**config.mk**
```make
export PLATFORM = sky130hd
export DESIGN_NAME = nav_switch_change_and_auto_repeat
export DESIGN_NICKNAME = d
export VERILOG_FILES = /design/src/rtl/core/nsa_pkg.sv /design/src/rtl/core/nav_switch_change_and_auto_repeat.sv /design/src/rtl/core/nsa_apb_regs.sv /design/src/rtl/core/nsa_event_core.sv
export SDC_FILE = /design/constraint.sdc
export NUM_CORES = 1
export LEC_CHECK = 0
export BUFFER_PORTS_ARGS = -buffer_cell sky130_fd_sc_hd__buf_2
export CELL_PAD_IN_SITES_DETAIL_PLACEMENT = 2
export CELL_PAD_IN_SITES_GLOBAL_PLACEMENT = 2
export CORE_UTILIZATION = 34
export CTS_CLUSTER_SIZE = 10
export DETAILED_ROUTE_END_ITERATION = 8
export PLACE_DENSITY_LB_ADDON = 0.1
export SLEW_MARGIN = 20
export SYNTH_ARGS = -nofsm -noshare
export SYNTH_HDL_FRONTEND = slang
export SYNTH_SLANG_ARGS = --single-unit
```
**constraint.sdc**
```tcl
create_clock -name clk -period 10.1 [get_ports clk]
set_input_delay 1.515 -clock clk [delete_from_list [all_inputs] [get_ports clk]]
set_output_delay 1.515 -clock clk [all_outputs]
set_load 0.01 [all_outputs]
```
**src/rtl/core/nsa_pkg.sv**
```systemverilog
// Shared types and constants for the navigation switch change and auto-repeat block.
package nsa_pkg;

  localparam int unsigned NUM_BTN = 5;

  // Button bit positions in masks and level words
  localparam int unsigned BTN_UP   = 0;
  localparam int unsigned BTN_DOWN = 1;

  // Configuration register indexes (byte address / 4)
  typedef enum logic [1:0] {
    REG_REPEAT_DELAY = 2'd0,
    REG_REPEAT_RATE  = 2'd1,
    REG_EVENTS_EN    = 2'd2
  } reg_idx_t;

  typedef struct packed {
    logic [15:0] repeat_delay_ms;
    logic [15:0] repeat_rate_ms;
    logic        events_enabled;
    logic        clear_held;     // one-cycle pulse on a write to a repeat register
  } cfg_t;

  typedef struct packed {
    logic [NUM_BTN-1:0] levels;
    logic [7:0]         elapsed_ms;
  } item_t;

  typedef struct packed {
    logic [NUM_BTN-1:0] event_mask;
    logic [NUM_BTN-1:0] level_bits;
    logic [31:0]        prior_duration_ms;
    logic               is_repeat;
  } result_t;

endpackage

```
**src/rtl/core/nav_switch_change_and_auto_repeat.sv**
```systemverilog
// Top level: navigation switch change detector with auto-repeat.
//
// Input channel (in_valid/in_ready): one transaction per poll, carrying five
// debounced pressed levels and the milliseconds since the previous poll.
// Output channel (out_valid/out_ready): at most one event per poll, either a
// level change (mask of changed buttons, levels, prior duration) or an
// auto-repeat of the held up/down direction.
// Configuration: APB-style port, registers at 0x0 (repeat delay), 0x4 (repeat
// rate) and 0x8 (events enable); pready is tied high.
// Timing: a poll is captured in the input register, evaluated against the
// switch state once the output register is free or being taken, and its event
// lands in the output register; one poll is taken every cycle while the output
// is not stalled, as the event core commits its state for each poll taken.
// If the receiver stalls, one poll waits in the input register and a further
// poll is held off until the output register is taken.
// Reset (synchronous, rst_n low) clears all timers, levels, the held
// direction, the deadline and the configuration; both channels go empty.
module nav_switch_change_and_auto_repeat
  import nsa_pkg::*;
(
  input  logic        clk,
  input  logic        rst_n,
  // poll input
  input  logic        in_valid,
  output logic        in_ready,
  input  logic        in_up_pressed,
  input  logic        in_down_pressed,
  input  logic        in_left_pressed,
  input  logic        in_right_pressed,
  input  logic        in_push_pressed,
  input  logic [7:0]  in_elapsed_ms,
  // event output
  output logic        out_valid,
  input  logic        out_ready,
  output logic [4:0]  out_event_mask,
  output logic [4:0]  out_level_bits,
  output logic [31:0] out_prior_duration_ms,
  output logic        out_is_repeat,
  // configuration
  input  logic        psel,
  input  logic        penable,
  input  logic        pwrite,
  input  logic [3:0]  paddr,
  input  logic [31:0] pwdata,
  output logic [31:0] prdata,
  output logic        pready
);

  cfg_t    cfg;
  logic    s1_valid_r;
  item_t   s1_item_r;
  logic    out_valid_r;
  result_t out_res_r;
  logic    advance;
  logic    res_valid;
  result_t res;

  nsa_apb_regs u_regs (
    .clk     (clk),
    .rst_n   (rst_n),
    .psel    (psel),
    .penable (penable),
    .pwrite  (pwrite),
    .paddr   (paddr),
    .pwdata  (pwdata),
    .prdata  (prdata),
    .pready  (pready),
    .cfg     (cfg)
  );

  // Evaluate the held poll when the output register is free or being taken
  assign advance  = s1_valid_r && (!out_valid_r || out_ready);
  assign in_ready = !s1_valid_r || advance;

  // Input register
  always_ff @(posedge clk) begin
    if (!rst_n) begin
      s1_valid_r <= 1'b0;
    end else if (in_ready) begin
      s1_valid_r <= in_valid;
    end
  end

  always_ff @(posedge clk) begin
    if (in_valid && in_ready) begin
      s1_item_r.levels     <= {in_push_pressed, in_right_pressed, in_left_pressed,
                               in_down_pressed, in_up_pressed};
      s1_item_r.elapsed_ms <= in_elapsed_ms;
    end
  end

  nsa_event_core u_core (
    .clk       (clk),
    .rst_n     (rst_n),
    .cfg       (cfg),
    .step_en   (advance),
    .item      (s1_item_r),
    .res_valid (res_valid),
    .res       (res)
  );

  // Output register
  always_ff @(posedge clk) begin
    if (!rst_n) begin
      out_valid_r <= 1'b0;
    end else if (advance) begin
      out_valid_r <= res_valid;
    end else if (out_ready) begin
      out_valid_r <= 1'b0;
    end
  end

  always_ff @(posedge clk) begin
    if (advance && res_valid) begin
      out_res_r <= res;
    end
  end

  assign out_valid             = out_valid_r;
  assign out_event_mask        = out_res_r.event_mask;
  assign out_level_bits        = out_res_r.level_bits;
  assign out_prior_duration_ms = out_res_r.prior_duration_ms;
  assign out_is_repeat         = out_res_r.is_repeat;

endmodule

```
**src/rtl/core/nsa_apb_regs.sv**
```systemverilog
// APB-style configuration registers for the navigation switch block.
module nsa_apb_regs
  import nsa_pkg::*;
(
  input  logic        clk,
  input  logic        rst_n,
  input  logic        psel,
  input  logic        penable,
  input  logic        pwrite,
  input  logic [3:0]  paddr,
  input  logic [31:0] pwdata,
  output logic [31:0] prdata,
  output logic        pready,
  output cfg_t        cfg
);

  logic [15:0] delay_r;
  logic [15:0] rate_r;
  logic        ev_en_r;
  logic        wr_en;
  logic        wr_repeat;
  reg_idx_t    idx;

  assign pready = 1'b1;
  assign wr_en  = psel & penable & pwrite & pready;
  assign idx    = reg_idx_t'(paddr[3:2]);

  // Drop the held direction at the same edge as a repeat register write
  assign wr_repeat = wr_en && ((idx == REG_REPEAT_DELAY) || (idx == REG_REPEAT_RATE));

  // Update the addressed register at the access phase
  always_ff @(posedge clk) begin
    if (!rst_n) begin
      delay_r <= '0;
      rate_r  <= '0;
      ev_en_r <= 1'b0;
    end else begin
      if (wr_en) begin
        unique case (idx)
          REG_REPEAT_DELAY: begin
            delay_r <= pwdata[15:0];
          end
          REG_REPEAT_RATE: begin
            rate_r  <= pwdata[15:0];
          end
          REG_EVENTS_EN: begin
            ev_en_r <= pwdata[0];
          end
          default: begin
          end
        endcase
      end
    end
  end

  // Read back
  always_comb begin
    unique case (idx)
      REG_REPEAT_DELAY: prdata = {16'd0, delay_r};
      REG_REPEAT_RATE:  prdata = {16'd0, rate_r};
      REG_EVENTS_EN:    prdata = {31'd0, ev_en_r};
      default:          prdata = '0;
    endcase
  end

  assign cfg.repeat_delay_ms = delay_r;
  assign cfg.repeat_rate_ms  = rate_r;
  assign cfg.events_enabled  = ev_en_r;
  assign cfg.clear_held      = wr_repeat;

endmodule

```
**src/rtl/core/nsa_event_core.sv**
```systemverilog
// Switch state, change detection and repeat timing for one poll per cycle while step_en is high.
module nsa_event_core
  import nsa_pkg::*;
(
  input  logic    clk,
  input  logic    rst_n,
  input  cfg_t    cfg,
  input  logic    step_en,
  input  item_t   item,
  output logic    res_valid,
  output result_t res
);

  logic [NUM_BTN-1:0] level_r,    level_nxt;
  logic [31:0]        since_r   [NUM_BTN];
  logic [31:0]        since_nxt [NUM_BTN];
  logic [31:0]        now_r,      now_nxt;
  logic [NUM_BTN-1:0] held_r,     held_nxt;
  logic [31:0]        deadline_r, deadline_nxt;

  logic [NUM_BTN-1:0] changed;
  logic [31:0]        duration;
  logic [31:0]        elapsed32;
  logic [31:0]        armed_deadline;
  logic [31:0]        lag;
  logic [32:0]        sum [NUM_BTN];
  logic               repeat_due;

  assign elapsed32 = {24'd0, item.elapsed_ms};
  assign now_nxt   = now_r + elapsed32;
  assign changed   = item.levels ^ level_r;
  assign level_nxt = item.levels;

  // Advance per-button timers; capture the last changed button's time
  always_comb begin
    duration = '0;
    for (int i = 0; i < NUM_BTN; i++) begin
      sum[i] = {1'b0, since_r[i]} + {1'b0, elapsed32};
      since_nxt[i] = sum[i][32] ? 32'hFFFF_FFFF : sum[i][31:0];
      if (changed[i]) begin
        duration     = since_nxt[i];
        since_nxt[i] = '0;
      end
    end
  end

  // Held direction: down wins over up; re-arm on any change of it
  always_comb begin
    held_nxt = '0;
    if (item.levels[BTN_DOWN]) begin
      held_nxt[BTN_DOWN] = 1'b1;
    end else if (item.levels[BTN_UP]) begin
      held_nxt[BTN_UP] = 1'b1;
    end
    armed_deadline = (held_nxt != held_r)
                     ? now_nxt + {16'd0, cfg.repeat_delay_ms} : deadline_r;
  end

  // Repeat check, wrap-safe
  assign lag        = now_nxt - armed_deadline;
  assign repeat_due = cfg.events_enabled && (changed == '0) && (held_nxt != '0)
                      && (cfg.repeat_rate_ms != '0) && !lag[31];
  assign deadline_nxt = repeat_due ? now_nxt + {16'd0, cfg.repeat_rate_ms}
                                   : armed_deadline;

  // Result of this poll
  always_comb begin
    res_valid = cfg.events_enabled && ((changed != '0) || repeat_due);
    if (changed != '0) begin
      res.event_mask        = changed;
      res.prior_duration_ms = duration;
      res.is_repeat         = 1'b0;
    end else begin
      res.event_mask        = held_nxt;
      res.prior_duration_ms = '0;
      res.is_repeat         = 1'b1;
    end
    res.level_bits = item.levels;
  end

  // Commit state when a poll is taken; drop the held mask on a repeat register write
  always_ff @(posedge clk) begin
    if (!rst_n) begin
      level_r    <= '0;
      now_r      <= '0;
      held_r     <= '0;
      deadline_r <= '0;
      for (int i = 0; i < NUM_BTN; i++) begin
        since_r[i] <= '0;
      end
    end else begin
      if (step_en) begin
        level_r    <= level_nxt;
        now_r      <= now_nxt;
        held_r     <= held_nxt;
        deadline_r <= deadline_nxt;
        for (int i = 0; i < NUM_BTN; i++) begin
          since_r[i] <= since_nxt[i];
        end
      end
      if (cfg.clear_held) begin
        held_r <= '0;
      end
    end
  end

endmodule
```
==> impl_metrics.json <==
{
  "outcome": "finished clean",
  "max_clock_freq_mhz": 114,
  "drt-pass1-iter-count": 5,
  "synth-seq-area-share_pct": 38.9,
  "min-delay-start": "u_core.now_r[7]",
  "place_inst": 3345,
  "drt_iter0_drc": 864,
  "start_util_pct": 34.4,
  "synth_flop_cell": "edfxtp_1",
  "cp.arrival_ns": 8.99,
  "crit_fanout": 26,
  "grt_usage_pct": 24.4,
  "core_um2": 64300,
  "h-tree-depth": 2,
  "clkTransAtPathRegs_ns": 0.05,
  "die_w_um": 257,
  "grt_pass1_vias": 21100,
  "fp.dieH_um": 257,
  "post_cts_resized": 0,
  "cts.hold.buffers_added": 0,
  "tritoncts": "done",
  "maxCapViolations": 0,
  "dpl_cell_area_um2": 23600,
  "final_area_um2": 24900,
  "report.final.slew_viol_count": 0,
  "synth-seq-cells": 322,
  "finalSetupViolations": 0,
  "highest_layer": "met4",
  "finalSetupTns_ns": 0,
  "synth_enable_flop_cells": 216,
  "ir_drop_v": 0.0000953,
  "rows": 93,
  "route.met3.wl_mm": 1.72,
  "clock_path_buffers": 3,
  "p_leak_uw": 0.00945,
  "grt_first_pass_wirelength_mm": 126,
  "cts.sinks": 322,
  "drt_wl_total_mm": 81.6,
  "fin_crit_ns": 8.78,
  "ys.warnings.count": 0,
  "ys_async_sr_fraction_pct": 0,
  "mostFrequentLayoutCell": "nor2_1",
  "antenna_found_initial": 2,
  "fin_cells": 3421,
  "slew_headroom_pct": 36.6,
  "cts-root-buf": "clkbuf_16",
  "clk_latency_ns": 0.59,
  "diodes": 0,
  "rsz0062_at_grt": "false",
  "wl_per_cell_um": 23.8,
  "drc": 0,
  "required_ns": 10.31,
  "skew_ns": 0.0242,
  "vias": 19500,
  "drt-met1-wl_mm": 34.7,
  "final_cell_mix": "269 x nor2_1, 246 x nand2_1, 216 x edfxtp_1, 161 x a21oi_1, 133 x o21ai_0",
  "gp_congestion": 0.838,
  "p_per_area_nw_per_um2": 149,
  "ys_types": 94,
  "yosys.area.top_type_share_pct": 29.3,
  "layout_worst_path_cycle_share_pct": 87.0,
  "nets": 2709,
  "tightest_slew_ns": 0.947,
  "post-cts-setup-buffers": 0,
  "pin_count": 134,
  "rr_startpoint": "s1_item_r[5]",
  "synth_area_leaders": "edfxtp_1 29%, dfxtp_1 9.6%, ha_1 6.2%",
  "synthesis.area_um2": 22100,
  "syn_avg_cell_area_um2": 8.97,
  "io_buffers": 98,
  "syn_to_final_growth_pct": 12.4,
  "cts_inserted_buffers": 43,
  "synthCells": 2464,
  "crit_start": "s1_item_r[5]",
  "grt_max_degree": 82,
  "synth.largest_area_cell": "edfxtp_1",
  "start_kind": "flip-flop",
  "crit_type": "reg2reg",
  "end_kind": "flip-flop",
  "drive_gt1_share_pct": 10.5,
  "via_per_inst": 5.69,
  "place_hpwl_mm": 59.3,
  "fin_util_pct": 38.6,
  "grt.overflow.total": 0,
  "wl_met2_mm": 42.5,
  "holdCritPathClass": "reg2reg",
  "die-area_um2": 66100,
  "hold_violations": 0,
  "ant_nets": 0
}
cells in the mapped netlist (all sizes together), types with 8 or more instances:
cell type	number
nor2	271
a221oi	9
or3	36
o21a	21
and3	40
a2111oi	8
ha	110
xor2	64
dfxtp	106
nor4	14
xnor2	119
a21boi	65
o21ba	11
fa	8
edfxtp	216
mux2	19
o21bai	8
nand2b	14
o21ai	139
o221ai	18
o211a	8
buf	33
a21o	38
nand3	84
a21oi	170
a31oi	29
nor3	48
mux2i	64
or2	10
nand4	47
o31ai	9
a211oi	25
nand2	247
and2	28
o211ai	9
inv	79
and4	12
clkbuf	100
nor2b	20
cell families after synthesis:
group,synth area share [%]
other cells,0.0340
compound gates,19.3
xor+xnor,7.35
flops,38.9
buf+inv,4.08
simple gates,19.3
mux,4.07
fa+ha+maj,6.95
worst max-delay path, stage by stage, from the launching register on:
cell,delay (ns)
edfxtp_1,0.65
ha_1,0.54
o211ai_1,0.15
o211ai_1,0.64
nand2_1,0.25
nor2_1,0.32
xor2_1,0.45
ha_1,0.31
and3_1,0.20
and2_1,0.19
a21bo_2,0.24
a221oi_1,0.38
buf_4,0.25
nand3_1,0.22
or3_1,0.41
a31oi_1,0.24
ha_1,0.28
o21ai_0,0.07
o21ai_0,0.13
a211oi_1,0.25
o21bai_1,0.15
nor3_1,0.20
a21oi_1,0.16
nor4_1,0.34
a2111o_2,0.19
o21ai_0,0.16
nor2_4,0.49
buf_4,0.52
per-stage QoR:
stage	total power, uW	hold slack, ns	setup slack (ns)
6_report	3710	0.468	1.32
5_1_grt	3870	0.498	0.674
4_1_cts	3760	0.474	1.24
3_5_place_dp	2280	0.466	1.26
3_3_place_gp	2250	0.451	1.58
2_1_floorplan	2020	0.424	1.60
per-layer routing:
metal / up-vias / GRT usage [%]
met5: - / 0
met4: 0 / 8.53
met3: 122 / 2.34
met2: 255 / 45.6
met1: 9949 / 28.8
li1: 9137 / -
power by group:
| group | switching [uW] | internal [uW] |
|---|---|---|
| combinational | 474 | 245 |
| clock | 634 | 821 |
| sequential | 58.8 | 1480 |
sequential cells by signal, summed over array words and instances, names as in the netlist, 2 cells and up:
| name | flops |
|---|---|
| s1_item_r | 13 |
| u_regs.rate_r | 16 |
| u_core.held_r | 2 |
| u_regs.delay_r | 16 |
| u_core.deadline_r | 32 |
| u_core.since_r | 160 |
| out_prior_duration_ms | 32 |
| u_core.now_r | 32 |
| out_event_mask | 5 |
| out_level_bits | 5 |
| u_core.level_r | 5 |
final timing paths:
check	cells after the start	slack, ns	end
hold reg to reg	2	0.47	u_core.now_r[7]
setup / recovery	27	1.32	out_event_mask[0]
setup reg to reg	27	1.32	out_event_mask[0]
hold / removal	2	0.47	u_core.now_r[7]
area by class of cell:
cell class / count / area (um2)
inverter: 81 / 304
fill: 7153 / 39500
clock inverter: 15 / 85.1
timing repair buffer: 144 / 846
multi-input combinational: 1943 / 12700
tap: 855 / 1070
clock buffer: 61 / 1190
sequential: 322 / 8610
No activity file was read; power rests on OpenSTA's default activity.
